### src/rtl/agd_pkg.sv
// ----------------------------------------------------------------------------
// Accelerometer gesture detector package
// Widths, reset values, codes and types that the gesture detector uses.
// ----------------------------------------------------------------------------
package agd_pkg;

    // Sample and timestamp widths.
    localparam int SAMPLE_BITS = 16;
    localparam int TIME_BITS   = 32;

    // Configuration field widths.
    localparam int MS_W        = 16;
    localparam int JERK_THR_W  = 19;
    localparam int DEV_W       = 12;
    localparam int AZ_W        = 16;
    localparam int CFG_DATA_W  = 19;
    localparam int CFG_IDX_W   = 3;

    // Jerk accumulation.
    localparam int JERK_W = 20;
    localparam int DJ_W   = SAMPLE_BITS + 2;
    localparam int JSUM_W = ((JERK_W > DJ_W) ? JERK_W : DJ_W) + 1;
    localparam logic [JERK_W-1:0] JERK_MAX = '1;

    // Squared magnitude and the squared bounds it is compared with.
    localparam int ONE_G   = 4096;
    localparam int MAG_W   = 2 * SAMPLE_BITS + 2;
    localparam int BOUND_W = 13;
    localparam int BSQ_W   = 2 * BOUND_W;
    localparam int SCMP_W  = (MAG_W > BSQ_W) ? MAG_W : BSQ_W;

    // Width for the signed z threshold compares.
    localparam int ZCMP_W = (SAMPLE_BITS > AZ_W) ? SAMPLE_BITS : AZ_W;

    // Stream payload widths.
    localparam int IN_W        = 3 * SAMPLE_BITS + TIME_BITS;
    localparam int IN_TDATA_W  = ((IN_W + 7) / 8) * 8;
    localparam int EV_W        = 3;
    localparam int OUT_TDATA_W = 8;

    // Register reset values.
    localparam logic [MS_W-1:0]       SHAKE_WINDOW_RST = MS_W'(300);
    localparam logic [JERK_THR_W-1:0] SHAKE_JERK_RST   = JERK_THR_W'(16384);
    localparam int                    STILL_DEV_RST    = 205;
    localparam logic [MS_W-1:0]       STILL_MS_RST     = MS_W'(2000);
    localparam int                    PICKUP_DEV_RST   = 614;
    localparam logic signed [AZ_W-1:0] FLIP_DOWN_RST   = -AZ_W'(3686);
    localparam logic signed [AZ_W-1:0] FLIP_UP_RST     = AZ_W'(3686);
    localparam logic [MS_W-1:0]       FLIP_HOLD_RST    = MS_W'(1000);

    localparam logic [BSQ_W-1:0] STILL_LO_SQ_RST =
        BSQ_W'((ONE_G - STILL_DEV_RST) * (ONE_G - STILL_DEV_RST));
    localparam logic [BSQ_W-1:0] STILL_HI_SQ_RST =
        BSQ_W'((ONE_G + STILL_DEV_RST) * (ONE_G + STILL_DEV_RST));
    localparam logic [BSQ_W-1:0] PICK_LO_SQ_RST =
        BSQ_W'((ONE_G - PICKUP_DEV_RST) * (ONE_G - PICKUP_DEV_RST));
    localparam logic [BSQ_W-1:0] PICK_HI_SQ_RST =
        BSQ_W'((ONE_G + PICKUP_DEV_RST) * (ONE_G + PICKUP_DEV_RST));

    typedef enum logic [CFG_IDX_W-1:0] {
        CFG_SHAKE_WINDOW = 3'd0,
        CFG_SHAKE_JERK   = 3'd1,
        CFG_STILL_DEV    = 3'd2,
        CFG_STILL_MS     = 3'd3,
        CFG_PICKUP_DEV   = 3'd4,
        CFG_FLIP_DOWN    = 3'd5,
        CFG_FLIP_UP      = 3'd6,
        CFG_FLIP_HOLD    = 3'd7
    } cfg_idx_t;

    typedef enum logic [1:0] {
        FACE_NEUTRAL = 2'd0,
        FACE_DOWN    = 2'd1,
        FACE_UP      = 2'd2
    } face_t;

    typedef enum logic [EV_W-1:0] {
        EV_NONE      = 3'd0,
        EV_SHAKE     = 3'd1,
        EV_PICKUP    = 3'd2,
        EV_FLIP_DOWN = 3'd3,
        EV_FLIP_UP   = 3'd4
    } event_t;

endpackage

### src/rtl/accel_gesture_detector_top.sv
// ----------------------------------------------------------------------------
// Accelerometer gesture detector
// Reports shake, pickup and flip events from timestamped 3-axis samples.
// ----------------------------------------------------------------------------
// One event code comes out for every sample request taken in. The block takes
// a new sample in every cycle while the result register is free or being read.
// A sample enters the input register at the edge that accepts it, and its
// event enters the result register once that register is free or being read;
// the result then stays offered until m_axis_tready takes it. While a result
// waits, the input register still takes one more sample; after that
// s_axis_tready stays low until the result leaves. The three squarers sit in
// front of the input register; the jerk, stillness and face updates are
// combinational between the input and result registers, which is what allows
// a sample per clock. Register writes take effect at the edge of the write;
// the two deviation registers are stored as squared magnitude bounds.
module accel_gesture_detector_top (
    input  logic                              clk,
    input  logic                              rst_n,
    // Configuration
    input  logic                              cfg_we,
    input  logic [agd_pkg::CFG_IDX_W-1:0]     cfg_index,
    input  logic [agd_pkg::CFG_DATA_W-1:0]    cfg_data,
    // Samples
    input  logic                              s_axis_tvalid,
    output logic                              s_axis_tready,
    // accel_x, accel_y, accel_z, time_ms from the lowest bit up
    input  logic [agd_pkg::IN_TDATA_W-1:0]    s_axis_tdata,
    // Events
    output logic                              m_axis_tvalid,
    input  logic                              m_axis_tready,
    // event_code in the lowest bits
    output logic [agd_pkg::OUT_TDATA_W-1:0]   m_axis_tdata
);
    import agd_pkg::*;

    // Configuration registers.
    logic [MS_W-1:0]              shake_window_reg;
    logic [JERK_THR_W-1:0]        shake_jerk_reg;
    logic [MS_W-1:0]              still_ms_reg;
    logic signed [AZ_W-1:0]       flip_down_reg;
    logic signed [AZ_W-1:0]       flip_up_reg;
    logic [MS_W-1:0]              flip_hold_reg;
    logic [BSQ_W-1:0]             still_lo_sq_reg;
    logic [BSQ_W-1:0]             still_hi_sq_reg;
    logic [BSQ_W-1:0]             pick_lo_sq_reg;
    logic [BSQ_W-1:0]             pick_hi_sq_reg;

    logic [BOUND_W-1:0]           cfg_lo;
    logic [BOUND_W-1:0]           cfg_hi;
    logic [BSQ_W-1:0]             cfg_lo_sq;
    logic [BSQ_W-1:0]             cfg_hi_sq;

    // Input stage.
    logic                         in_valid_reg;
    logic signed [SAMPLE_BITS-1:0] x_reg, y_reg, z_reg;
    logic [TIME_BITS-1:0]         time_reg;
    logic [MAG_W-1:0]             mag_sq_reg;

    logic signed [SAMPLE_BITS-1:0] s_x, s_y, s_z;
    logic signed [2*SAMPLE_BITS-1:0] sq_x, sq_y, sq_z;
    logic [MAG_W-1:0]             mag_in;

    // Output stage.
    logic                         out_valid_reg;
    event_t                       event_reg, event_next;

    // Detector state.
    logic signed [SAMPLE_BITS-1:0] last_x_reg, last_y_reg, last_z_reg;
    logic                         have_last_reg;
    logic [JERK_W-1:0]            jerk_total_reg, jerk_total_next;
    logic [TIME_BITS-1:0]         jerk_time_reg, jerk_time_next;
    logic                         still_flag_reg, still_flag_next;
    logic [TIME_BITS-1:0]         still_start_reg, still_start_next;
    face_t                        face_dir_reg, face_dir_next;
    logic [TIME_BITS-1:0]         face_start_reg, face_start_next;
    logic                         face_done_reg, face_done_next;

    // Step logic.
    logic                         advance;
    logic                         step_en;
    logic [SAMPLE_BITS-1:0]       ad_x, ad_y, ad_z;
    logic [DJ_W-1:0]              dj;
    logic [TIME_BITS-1:0]         jerk_gap, still_gap, face_gap;
    logic [JERK_W-1:0]            jerk_base;
    logic [JSUM_W-1:0]            jerk_sum;
    logic [JERK_W-1:0]            jerk_sat;
    logic                         shake_hit;
    logic [SCMP_W-1:0]            mag;
    logic                         is_still;
    logic                         big_dev;
    logic                         pickup_hit;
    logic signed [ZCMP_W-1:0]     z_ext, down_ext, up_ext;
    face_t                        face_new;
    logic                         flip_hit;

    function automatic logic [SAMPLE_BITS-1:0] abs_diff(
        input logic signed [SAMPLE_BITS-1:0] a,
        input logic signed [SAMPLE_BITS-1:0] b
    );
        logic signed [SAMPLE_BITS:0] d;
        d = (SAMPLE_BITS+1)'(a) - (SAMPLE_BITS+1)'(b);
        abs_diff = d[SAMPLE_BITS] ? SAMPLE_BITS'(-d) : SAMPLE_BITS'(d);
    endfunction

    // ------------------------------------------------------------------
    // Configuration: the deviation registers are kept as squared bounds.
    // ------------------------------------------------------------------
    assign cfg_lo    = BOUND_W'(ONE_G) - BOUND_W'(cfg_data[DEV_W-1:0]);
    assign cfg_hi    = BOUND_W'(ONE_G) + BOUND_W'(cfg_data[DEV_W-1:0]);
    assign cfg_lo_sq = BSQ_W'(cfg_lo) * BSQ_W'(cfg_lo);
    assign cfg_hi_sq = BSQ_W'(cfg_hi) * BSQ_W'(cfg_hi);

    always_ff @(posedge clk or negedge rst_n)
    begin
        if (!rst_n)
        begin
            shake_window_reg <= SHAKE_WINDOW_RST;
            shake_jerk_reg   <= SHAKE_JERK_RST;
            still_ms_reg     <= STILL_MS_RST;
            flip_down_reg    <= FLIP_DOWN_RST;
            flip_up_reg      <= FLIP_UP_RST;
            flip_hold_reg    <= FLIP_HOLD_RST;
            still_lo_sq_reg  <= STILL_LO_SQ_RST;
            still_hi_sq_reg  <= STILL_HI_SQ_RST;
            pick_lo_sq_reg   <= PICK_LO_SQ_RST;
            pick_hi_sq_reg   <= PICK_HI_SQ_RST;
        end
        else if (cfg_we)
        begin
            case (cfg_idx_t'(cfg_index))
                CFG_SHAKE_WINDOW: shake_window_reg <= cfg_data[MS_W-1:0];
                CFG_SHAKE_JERK:   shake_jerk_reg   <= cfg_data[JERK_THR_W-1:0];
                CFG_STILL_DEV:
                begin
                    still_lo_sq_reg <= cfg_lo_sq;
                    still_hi_sq_reg <= cfg_hi_sq;
                end
                CFG_STILL_MS:     still_ms_reg     <= cfg_data[MS_W-1:0];
                CFG_PICKUP_DEV:
                begin
                    pick_lo_sq_reg <= cfg_lo_sq;
                    pick_hi_sq_reg <= cfg_hi_sq;
                end
                CFG_FLIP_DOWN:    flip_down_reg    <= signed'(cfg_data[AZ_W-1:0]);
                CFG_FLIP_UP:      flip_up_reg      <= signed'(cfg_data[AZ_W-1:0]);
                CFG_FLIP_HOLD:    flip_hold_reg    <= cfg_data[MS_W-1:0];
                default:
                begin
                end
            endcase
        end
    end

    // ------------------------------------------------------------------
    // Handshake and pipeline control.
    // ------------------------------------------------------------------
    assign advance       = !out_valid_reg || m_axis_tready;
    assign step_en       = in_valid_reg && advance;
    assign s_axis_tready = !in_valid_reg || advance;
    assign m_axis_tvalid = out_valid_reg;
    assign m_axis_tdata  = OUT_TDATA_W'(event_reg);

    // Squared magnitude is formed on the way into the input register.
    assign s_x  = signed'(s_axis_tdata[SAMPLE_BITS-1:0]);
    assign s_y  = signed'(s_axis_tdata[2*SAMPLE_BITS-1:SAMPLE_BITS]);
    assign s_z  = signed'(s_axis_tdata[3*SAMPLE_BITS-1:2*SAMPLE_BITS]);
    assign sq_x = s_x * s_x;
    assign sq_y = s_y * s_y;
    assign sq_z = s_z * s_z;
    assign mag_in = MAG_W'($unsigned(sq_x)) + MAG_W'($unsigned(sq_y))
                  + MAG_W'($unsigned(sq_z));

    always_ff @(posedge clk or negedge rst_n)
    begin
        if (!rst_n)
        begin
            in_valid_reg  <= 1'b0;
            out_valid_reg <= 1'b0;
        end
        else
        begin
            if (s_axis_tready)
            begin
                in_valid_reg <= s_axis_tvalid;
            end
            if (advance)
            begin
                out_valid_reg <= in_valid_reg;
            end
        end
    end

    always_ff @(posedge clk)
    begin
        if (s_axis_tready && s_axis_tvalid)
        begin
            x_reg      <= s_x;
            y_reg      <= s_y;
            z_reg      <= s_z;
            time_reg   <= s_axis_tdata[IN_W-1:3*SAMPLE_BITS];
            mag_sq_reg <= mag_in;
        end
        if (step_en)
        begin
            event_reg <= event_next;
        end
    end

    // ------------------------------------------------------------------
    // Detector update for the sample in the input register.
    // ------------------------------------------------------------------
    assign ad_x = abs_diff(x_reg, last_x_reg);
    assign ad_y = abs_diff(y_reg, last_y_reg);
    assign ad_z = abs_diff(z_reg, last_z_reg);
    assign dj   = DJ_W'(ad_x) + DJ_W'(ad_y) + DJ_W'(ad_z);

    // Time differences wrap with the timestamp.
    assign jerk_gap  = time_reg - jerk_time_reg;
    assign still_gap = time_reg - still_start_reg;
    assign face_gap  = time_reg - face_start_reg;

    assign jerk_base = (jerk_gap > TIME_BITS'(shake_window_reg)) ? '0 : jerk_total_reg;
    assign jerk_sum  = JSUM_W'(jerk_base) + JSUM_W'(dj);
    assign jerk_sat  = (jerk_sum > JSUM_W'(JERK_MAX)) ? JERK_MAX : JERK_W'(jerk_sum);
    assign shake_hit = have_last_reg && (jerk_sat >= JERK_W'(shake_jerk_reg));

    assign mag      = SCMP_W'(mag_sq_reg);
    assign is_still = (mag > SCMP_W'(still_lo_sq_reg)) && (mag < SCMP_W'(still_hi_sq_reg));
    assign big_dev  = (mag > SCMP_W'(pick_hi_sq_reg)) || (mag < SCMP_W'(pick_lo_sq_reg));
    assign pickup_hit = !is_still && still_flag_reg && big_dev
                     && (still_gap >= TIME_BITS'(still_ms_reg));

    assign z_ext    = ZCMP_W'(z_reg);
    assign down_ext = ZCMP_W'(flip_down_reg);
    assign up_ext   = ZCMP_W'(flip_up_reg);

    always_comb
    begin
        // The face-down test wins when the thresholds overlap.
        if (z_ext <= down_ext)
        begin
            face_new = FACE_DOWN;
        end
        else if (z_ext >= up_ext)
        begin
            face_new = FACE_UP;
        end
        else
        begin
            face_new = face_dir_reg;
        end
    end

    assign flip_hit = (face_new == face_dir_reg) && (face_dir_reg != FACE_NEUTRAL)
                   && !face_done_reg && (face_gap >= TIME_BITS'(flip_hold_reg));

    always_comb
    begin
        jerk_total_next  = jerk_total_reg;
        jerk_time_next   = jerk_time_reg;
        still_flag_next  = still_flag_reg;
        still_start_next = still_start_reg;
        face_dir_next    = face_dir_reg;
        face_start_next  = face_start_reg;
        face_done_next   = face_done_reg;

        if (have_last_reg)
        begin
            jerk_time_next  = time_reg;
            jerk_total_next = shake_hit ? '0 : jerk_sat;
        end

        if (is_still)
        begin
            if (!still_flag_reg)
            begin
                still_flag_next  = 1'b1;
                still_start_next = time_reg;
            end
        end
        else
        begin
            still_flag_next = 1'b0;
        end

        if (face_new != face_dir_reg)
        begin
            face_dir_next   = face_new;
            face_start_next = time_reg;
            face_done_next  = 1'b0;
        end
        else if (flip_hit)
        begin
            face_done_next = 1'b1;
        end

        if (shake_hit)
        begin
            event_next = EV_SHAKE;
        end
        else if (pickup_hit)
        begin
            event_next = EV_PICKUP;
        end
        else if (flip_hit)
        begin
            event_next = (face_dir_reg == FACE_DOWN) ? EV_FLIP_DOWN : EV_FLIP_UP;
        end
        else
        begin
            event_next = EV_NONE;
        end
    end

    always_ff @(posedge clk or negedge rst_n)
    begin
        if (!rst_n)
        begin
            last_x_reg      <= '0;
            last_y_reg      <= '0;
            last_z_reg      <= '0;
            have_last_reg   <= 1'b0;
            jerk_total_reg  <= '0;
            jerk_time_reg   <= '0;
            still_flag_reg  <= 1'b0;
            still_start_reg <= '0;
            face_dir_reg    <= FACE_NEUTRAL;
            face_start_reg  <= '0;
            face_done_reg   <= 1'b0;
        end
        else if (step_en)
        begin
            last_x_reg      <= x_reg;
            last_y_reg      <= y_reg;
            last_z_reg      <= z_reg;
            have_last_reg   <= 1'b1;
            jerk_total_reg  <= jerk_total_next;
            jerk_time_reg   <= jerk_time_next;
            still_flag_reg  <= still_flag_next;
            still_start_reg <= still_start_next;
            face_dir_reg    <= face_dir_next;
            face_start_reg  <= face_start_next;
            face_done_reg   <= face_done_next;
        end
    end

    // ------------------------------------------------------------------
    // Assertions
    // ------------------------------------------------------------------
    // A face that has been reported is never the neutral one.
    a_done_face: assert property (@(posedge clk) disable iff (!rst_n)
        face_done_reg |-> (face_dir_reg != FACE_NEUTRAL))
        else $error("reported face is neutral");

    // No jerk accumulates before a previous sample exists.
    a_jerk_first: assert property (@(posedge clk) disable iff (!rst_n)
        !have_last_reg |-> (jerk_total_reg == '0))
        else $error("jerk total set before first sample");

    // The first sample after reset can never report a shake.
    a_no_first_shake: assert property (@(posedge clk) disable iff (!rst_n)
        (step_en && !have_last_reg) |=> (event_reg != EV_SHAKE))
        else $error("shake on first sample");

    // A processed sample always lands in the result register.
    a_step_out: assert property (@(posedge clk) disable iff (!rst_n)
        step_en |=> out_valid_reg)
        else $error("result lost");

    // A sample held by a stalled output keeps its slot and its timestamp.
    a_hold_in: assert property (@(posedge clk) disable iff (!rst_n)
        (in_valid_reg && !advance) |=> (in_valid_reg && $stable(time_reg)))
        else $error("input stage changed under stall");

endmodule
### config.mk
export PLATFORM = sky130hd
export DESIGN_NAME = accel_gesture_detector_top
export DESIGN_NICKNAME = d
export VERILOG_FILES = /design/src/rtl/agd_pkg.sv /design/src/rtl/accel_gesture_detector_top.sv
export SDC_FILE = /design/constraint.sdc
export NUM_CORES = 2
export LEC_CHECK = 0
export BUFFER_PORTS_ARGS = -buffer_cell sky130_fd_sc_hd__clkbuf_2
export CAP_MARGIN = 20
export CORE_UTILIZATION = 61
export DETAILED_ROUTE_END_ITERATION = 7
export GPL_TIMING_DRIVEN = 0
export PLACE_DENSITY_LB_ADDON = 0.12
export SETUP_SLACK_MARGIN = 0.05
export SLEW_MARGIN = 0
export SYNTH_ARGS = -nofsm -noshare
export SYNTH_HDL_FRONTEND = slang
export SYNTH_SLANG_ARGS = --single-unit
### constraint.sdc
create_clock -name clk -period 11.4 [get_ports clk]
set_input_delay 0.57 -clock clk [delete_from_list [all_inputs] [get_ports clk]]
set_output_delay 0.57 -clock clk [all_outputs]
set_load 0.01 [all_outputs]
Yosys cells after proc, flatten, opt, wreduce, memory -nomap -nowiden
Cells that the tools add are included.

Flip-flop bits (word level): 491. Latch bits: 0. Bits in writable memories: 0. Bits in read-only memories: 0. Output and inout bits: 10. Logic and storage cells: 121. Memories kept: 0.

$add $sub $neg: 16. Multipliers: 5. Divide/modulo/power cells: 0. Magnitude comparators: 11. Equality and inequality tests: 10. Shifts and indexed selects: 0. Muxes and demuxes: 14. Bitwise gates (word level): 2. Reductions and logical operators: 33.

Operators with widths (number): 16-bit by 16-bit multiplier with 32-bit output (3); 32-bit subtractor (3); 34-bit by 26-bit greater-than comparator with 1-bit output (2); 34-bit by 26-bit less-than comparator with 1-bit output (2); 32-bit by 16-bit greater-or-equal comparator with 1-bit output (2); 20-bit 2-to-1 mux (3); 13-bit by 13-bit multiplier with 26-bit output (2); 16-bit by 16-bit subtractor with 17-bit output (3); 16-bit 2-to-1 mux (3); 16-bit negator (3); 33-bit by 32-bit adder with 34-bit output (1); 32-bit by 32-bit adder with 33-bit output (1); 32-bit by 16-bit greater-than comparator with 1-bit output (1); 2-bit AND reduction (11); 20-bit by 18-bit adder with 21-bit output (1); 21-bit by 20-bit greater-than comparator with 1-bit output, second input constant (1); 20-bit by 19-bit greater-or-equal comparator with 1-bit output (1); 17-bit by 16-bit adder with 18-bit output (1); 16-bit by 16-bit adder with 17-bit output (1); 16-bit greater-or-equal comparator (1); 16-bit less-or-equal comparator (1); 13-bit by 12-bit adder with 13-bit output, first input constant (1); 13-bit by 12-bit subtractor with 13-bit output, first input constant (1); 3-bit == test, second input constant (4); other kinds (16) (38).

Logic depth before layout (Yosys ltp)
Depth after elaboration: 11. Depth in mapped cells: 55. Depth with buffers taken out: 50.

Worst setup path before layout
OpenSTA, ideal clock, no wires.

Kind: register -> register. Start point: register time_reg[1]. End point: register event_reg[0], data pin. Setup time: 0.261 ns. Arrival time: 9.548 ns. Slack: 1.591 ns. Stages on the path, launching flop included: 51. Buffers on the path: 5. Path through: edfxtp_1 -> ha_1 -> nor2b_1 -> o21a_1 -> a31o_1 -> o41a_1 -> a31oi_1 -> nor2b_1 -> o21ai_0 -> nand2b_1 -> a21oi_1 -> xnor2_1 -> ha_1 -> nand4_1 -> nor3_1 -> a21oi_1 -> a211oi_1 -> nand4_1 -> (+15 left out) -> nand2_2 -> buf_2 -> buf_1 -> nand2_1 -> ha_1 -> nor2b_1 -> o21ai_0 -> nand2_1 -> a41o_1 -> o2111ai_1 -> o21ai_0 -> a21oi_1 -> o21a_1 -> a21bo_1 -> buf_6 -> buf_12 -> nand2_1 -> o21ai_0.

Longest elaborated chain between the ends: 8. Elaborated cells on any way between the ends: 16.

Ends and longest elaborated chain: from (decl) (RTL line accel_gesture_detector_top.sv:56) `logic [TIME_BITS-1:0] time_reg;`; from (signal assigned) (RTL line accel_gesture_detector_top.sv:200) `time_reg <= s_axis_tdata[IN_W-1:3*SAMPLE_BITS];`; 32-bit subtractor (RTL line accel_gesture_detector_top.sv:218) `assign jerk_gap = time_reg - jerk_time_reg;`; 32-bit by 16-bit greater-than comparator with 1-bit output (RTL line accel_gesture_detector_top.sv:222) `assign jerk_base = (jerk_gap > TIME_BITS'(shake_window_reg)) ? '0 : jerk_total_reg;`; 20-bit 2-to-1 mux (RTL line accel_gesture_detector_top.sv:222); 20-bit by 18-bit adder with 21-bit output (RTL line accel_gesture_detector_top.sv:223) `assign jerk_sum = JSUM_W'(jerk_base) + JSUM_W'(dj);`; 21-bit by 20-bit greater-than comparator with 1-bit output (RTL line accel_gesture_detector_top.sv:224) `assign jerk_sat = (jerk_sum > JSUM_W'(JERK_MAX)) ? JERK_MAX : JERK_W'(jerk_sum);`; 20-bit 2-to-1 mux (RTL line accel_gesture_detector_top.sv:224); 20-bit by 19-bit greater-or-equal comparator with 1-bit output (RTL line accel_gesture_detector_top.sv:225) `assign shake_hit = have_last_reg && (jerk_sat >= JERK_W'(shake_jerk_reg));`; 1-bit logical AND (RTL line accel_gesture_detector_top.sv:225); to (signal assigned) (RTL line accel_gesture_detector_top.sv:205) `event_reg <= event_next;`; to (decl) (RTL line accel_gesture_detector_top.sv:65) `event_t event_reg, event_next;`.

Several ways; a longest one is shown, not always the timed one. A chain may end at the register's enable or synchronous reset.

Worst setup path after layout
Same ends and word-level chain as after synthesis.

==> tab_implementation.tex <==
\begin{tabular}{lr}
\hline
Metric & Value \\
\hline
\multicolumn{2}{l}{\textbf{Logic synthesis}} \\
\quad Top FF cell, synth & sky130\_fd\_sc\_hd\_\_dfrtp\_1 \\
\quad Leading post-synthesis cells by instance count & sky130\_fd\_sc\_hd\_\_inv\_1 (1657), sky130\_fd\_sc\_hd\_\_fa\_1 (983), sky130\_fd\_sc\_hd\_\_ha\_1 (774) \\
\quad Fraction of synthesized cell area taken by the top area cell type & 0.2831 \\
\quad EDFF count, synth & 117 \\
\quad Mapped Avg Cell Area & 9.182 µm² \\
\quad Synthesized instance count & 7570 \\
\quad Unique masters post-synth & 96 \\
\quad Fraction of synthesis flops using an asynchronous set or reset pin & 0.7578 \\
\quad Cell taking the most area after synthesis & sky130\_fd\_sc\_hd\_\_fa\_1 \\
\quad Cell types occupying the most area after synthesis & sky130\_fd\_sc\_hd\_\_fa\_1 (28\%), sky130\_fd\_sc\_hd\_\_ha\_1 (14\%), sky130\_fd\_sc\_hd\_\_dfrtp\_1 (11\%), sky130\_fd\_sc\_hd\_\_inv\_1 (8.9\%), sky130\_fd\_sc\_hd\_\_edfxtp\_1 (5.1\%) \\
\quad Number of storage elements in the synthesis netlist & 483 \\
\quad Most instantiated library cell after synthesis & sky130\_fd\_sc\_hd\_\_inv\_1 \\
\quad Total of warnings raised by yosys & 0 \\
\quad Cell area after synthesis & 0.06951 mm² \\
\quad Register area share after synthesis & 0.1835 \\
\multicolumn{2}{l}{\textbf{Clock tree}} \\
\quad Inserted Clock Buffers & 59 \\
\quad Root buffer cell & sky130\_fd\_sc\_hd\_\_clkbuf\_16 \\
\quad Maximum buffer depth of the clock tree & 3 \\
\quad CTS tree & done \\
\quad Clock sink count & 483 \\
\quad Clock latency on the worst-skew pair & 0.70 ns \\
\quad Clock-pin slew on the worst setup and hold paths & 0.07 ns \\
\quad H-tree levels & 2 \\
\multicolumn{2}{l}{\textbf{Cells and area}} \\
\quad Synth-to-layout area growth & 6.930\% \\
\quad Layout cell share with drive strength beyond 1 & 0.05693 \\
\quad Flip-flop count of the largest register, all copies and words added & 34 \\
\quad Total Nets Final & 9632 \\
\multicolumn{2}{l}{\textbf{Worst setup path}} \\
\quad Critical Setup Path Class & reg2reg \\
\quad Largest fanout of any net on the critical path & 10 \\
\quad Slowest cell on crit path & sky130\_fd\_sc\_hd\_\_edfxtp\_1 \\
\quad Critical Path Most Common Cell & sky130\_fd\_sc\_hd\_\_o21ai\_0 \\
\quad Data arrival, critical path & 11.18 ns \\
\quad Critical Path RT & 11.84 ns \\
\quad Launching element type of the critical path & flip-flop \\
\quad Critical path's largest stage delay & 0.49 ns \\
\quad Crit path capture type & flip-flop \\
\quad CP Launch Point & time\_reg[1]\$\_DFFE\_PP\_ \\
\quad R2R Path Start & time\_reg[1]\$\_DFFE\_PP\_ \\
\multicolumn{2}{l}{\textbf{Route}} \\
\quad Total iterations of the first detailed-routing run & 7 \\
\quad Remaining number of nets flagged by the antenna check after routing & 0 \\
\quad Drt first-iter violations & 3133 \\
\quad DR DRC count & 0 \\
\quad Detail Route met3 WL & 9311 µm \\
\quad WL/cell & 18.61 µm \\
\quad Routed wire length & 173500 µm \\
\quad Avg Vias per Cell & 5.633 \\
\quad Number of vias after detailed routing & 52493 \\
\quad Top layer reached by signal wires & met4 \\
\quad Routed length on met1 & 71250 µm \\
\quad Routed length on met2 & 84260 µm \\
\multicolumn{2}{l}{\textbf{GRT}} \\
\quad Largest net degree at the start of global routing & 109 \\
\quad GRT Overall Usage & 0.3085 \\
\quad Overall overflow remaining after global route & 0 \\
\quad Global-route wire length before repair & 281600 µm \\
\quad Number of antenna violations at the first check in global routing & 4 \\
\quad Via count of the first global-routing pass & 54087 \\
\multicolumn{2}{l}{\textbf{Floorplan}} \\
\quad Die Wd & 339.6 µm \\
\quad Core ar. & 0.1128 mm² \\
\quad Die Ht & 339.6 µm \\
\quad Initial standard-cell utilization of the core & 0.6162 \\
\quad Number of top-level pins & 117 \\
\quad Die footprint & 0.1153 mm² \\
\quad Site row count & 123 \\
\multicolumn{2}{l}{\textbf{Placement}} \\
\quad Routability congestion estimate & 0.9413 \\
\quad Estimated wirelength of the detail-placed design & 143100 µm \\
\quad \# port buffers & 111 \\
\multicolumn{2}{l}{\textbf{STA}} \\
\quad Highest achievable clock rate & 0.09318 GHz \\
\quad Time the worst path needs with I/O delays and setup & 10.73 ns \\
\quad Post-Route Setup TNS & 0 ns \\
\quad Total of endpoints with negative setup slack in the final report & 0 \\
\quad Pin slew with the least headroom to its limit & 1.154 ns \\
\quad Max-Slew Margin vs Limit & 0.2199 \\
\quad Setup repair after global routing missed its margin & no \\
\quad Hold Violations, Final & 0 \\
\quad Fin Clk Skew & 0.06314 ns \\
\quad Final count of pins violating max slew & 0 \\
\quad Crit share post-route & 0.9414 \\
\multicolumn{2}{l}{\textbf{Job}} \\
\quad Maximum capacitance violations & 0 \\
\multicolumn{2}{l}{\textbf{Hold path}} \\
\quad Min-delay worst type & in2reg \\
\quad Launch instance of the worst min-delay path & s\_axis\_tdata[74] \\
\multicolumn{2}{l}{\textbf{Outcome}} \\
\quad Run status & completed \\
\hline
\end{tabular}
-- critical path: cells and delay by family, from the launching register on --
| kind | cells | cell delay, ns |
|---|---|---|
| AO/OA/AOI/OAI | 22 | 4.48 |
| AND/OR/NAND/NOR | 16 | 2.78 |
| adder cells (fa/ha/maj) | 5 | 1.73 |
| buffers and inverters | 5 | 0.90 |
| flip-flops | 1 | 0.49 |
| XOR/XNOR | 1 | 0.09 |
-- worst paths after layout --
path	end	slack, ns	depth (start not counted)
hold reg to reg	jerk_total_reg[8]$_DFFE_PN0P_	0.47	1
setup / recovery	event_reg[0]$_SDFFCE_PP1P_	0.67	49
min in group asynchronous	face_start_reg[20]$_DFFE_PN0P_	0.35	2
setup reg to reg	event_reg[0]$_SDFFCE_PP1P_	0.67	49
max in group asynchronous	still_hi_sq_reg[11]$_DFFE_PN0P_	9.33	5
hold / removal	time_reg[26]$_DFFE_PP_	0.04	1
-- through the flow --
step | setup WS (ns) | util | hold slack [ns] | area, µm² | cells
global route | 0.03307 | 0.6588 | 0.02755 | 74320 | 9318
detailed placement | -0.2100 | 0.6398 | 0.4583 | 72170 | 9201
CTS | 0.1362 | 0.6580 | 0.003179 | 74220 | 9313
global placement | -0.05968 | 0.6381 | 0.4525 | 71990 | 9193
finish | 0.6680 | 0.6589 | 0.04120 | 74330 | 9319
floorplan | 1.591 | - | 0.2744 | 69550 | 7582
-- per-layer routing --
layer / vias up / global-route usage
li1: 24576 / -
met1: 26152 / 0.4011
met2: 1400 / 0.5234
met3: 365 / 0.03175
met4: 0 / 0.1372
met5: - / 0
-- cells by family (layout without fill, tap and decap cells) --
family	count (synthesis)	count (layout)	share of synthesized area
adder cells (fa/ha/maj)	1757	1757	0.4224
AND/OR/NAND/NOR	1788	1788	0.1224
AO/OA/AOI/OAI	1240	1240	0.1110
flip-flops	483	483	0.1835
XOR/XNOR	346	346	0.04360
other	2	16	0.0001080
buffers and inverters	1853	2088	0.1008
multiplexers	101	101	0.01615
-- final cells by class --
type / instances / area [µm²]
Antenna cell: 2 / 5.005
Buffer: 190 / 774.5
Clock buffer: 85 / 1655
Clock inverter: 25 / 374.1
Fill cell: 9447 / 38480
Inverter: 1663 / 6242
Multi-Input combinational cell: 5246 / 49860
Sequential cell: 483 / 12750
Tap cell: 1500 / 1877
Timing Repair Buffer: 125 / 782.0
-- cell usage in the layout, fill, tap and decap left out, drive strengths merged, types with 14 or more instances in the layout --
cell	instances
dfrtp	300
nand2	704
a21boi	14
and3	31
or3	27
o21ai	435
buf	30
a21o	125
ha	774
nor4	24
nor2	338
or2	23
nor3	87
nor2b	78
o21a	55
fa	983
conb	14
clkbuf	369
a21oi	298
nand3	81
inv	1662
a211oi	48
nand4	40
o21bai	25
o2111ai	19
dfstp	66
edfxtp	117
o31ai	18
and2	218
mux2	89
nand2b	80
xor2	141
clkinv	15
xnor2	205
o211ai	29
a31oi	31
-- repair_timing --
action	in CTS	in global routing
pin swaps	0	4
endpoints found under the setup margin	22	22
hold endpoints to repair	24	0
buffers inserted	1	4
gates resized for setup	2	18
hold buffers	1	0
Power is not shown: default switching activity piles up to over one toggle a cycle in this logic, so the estimate is an artifact.
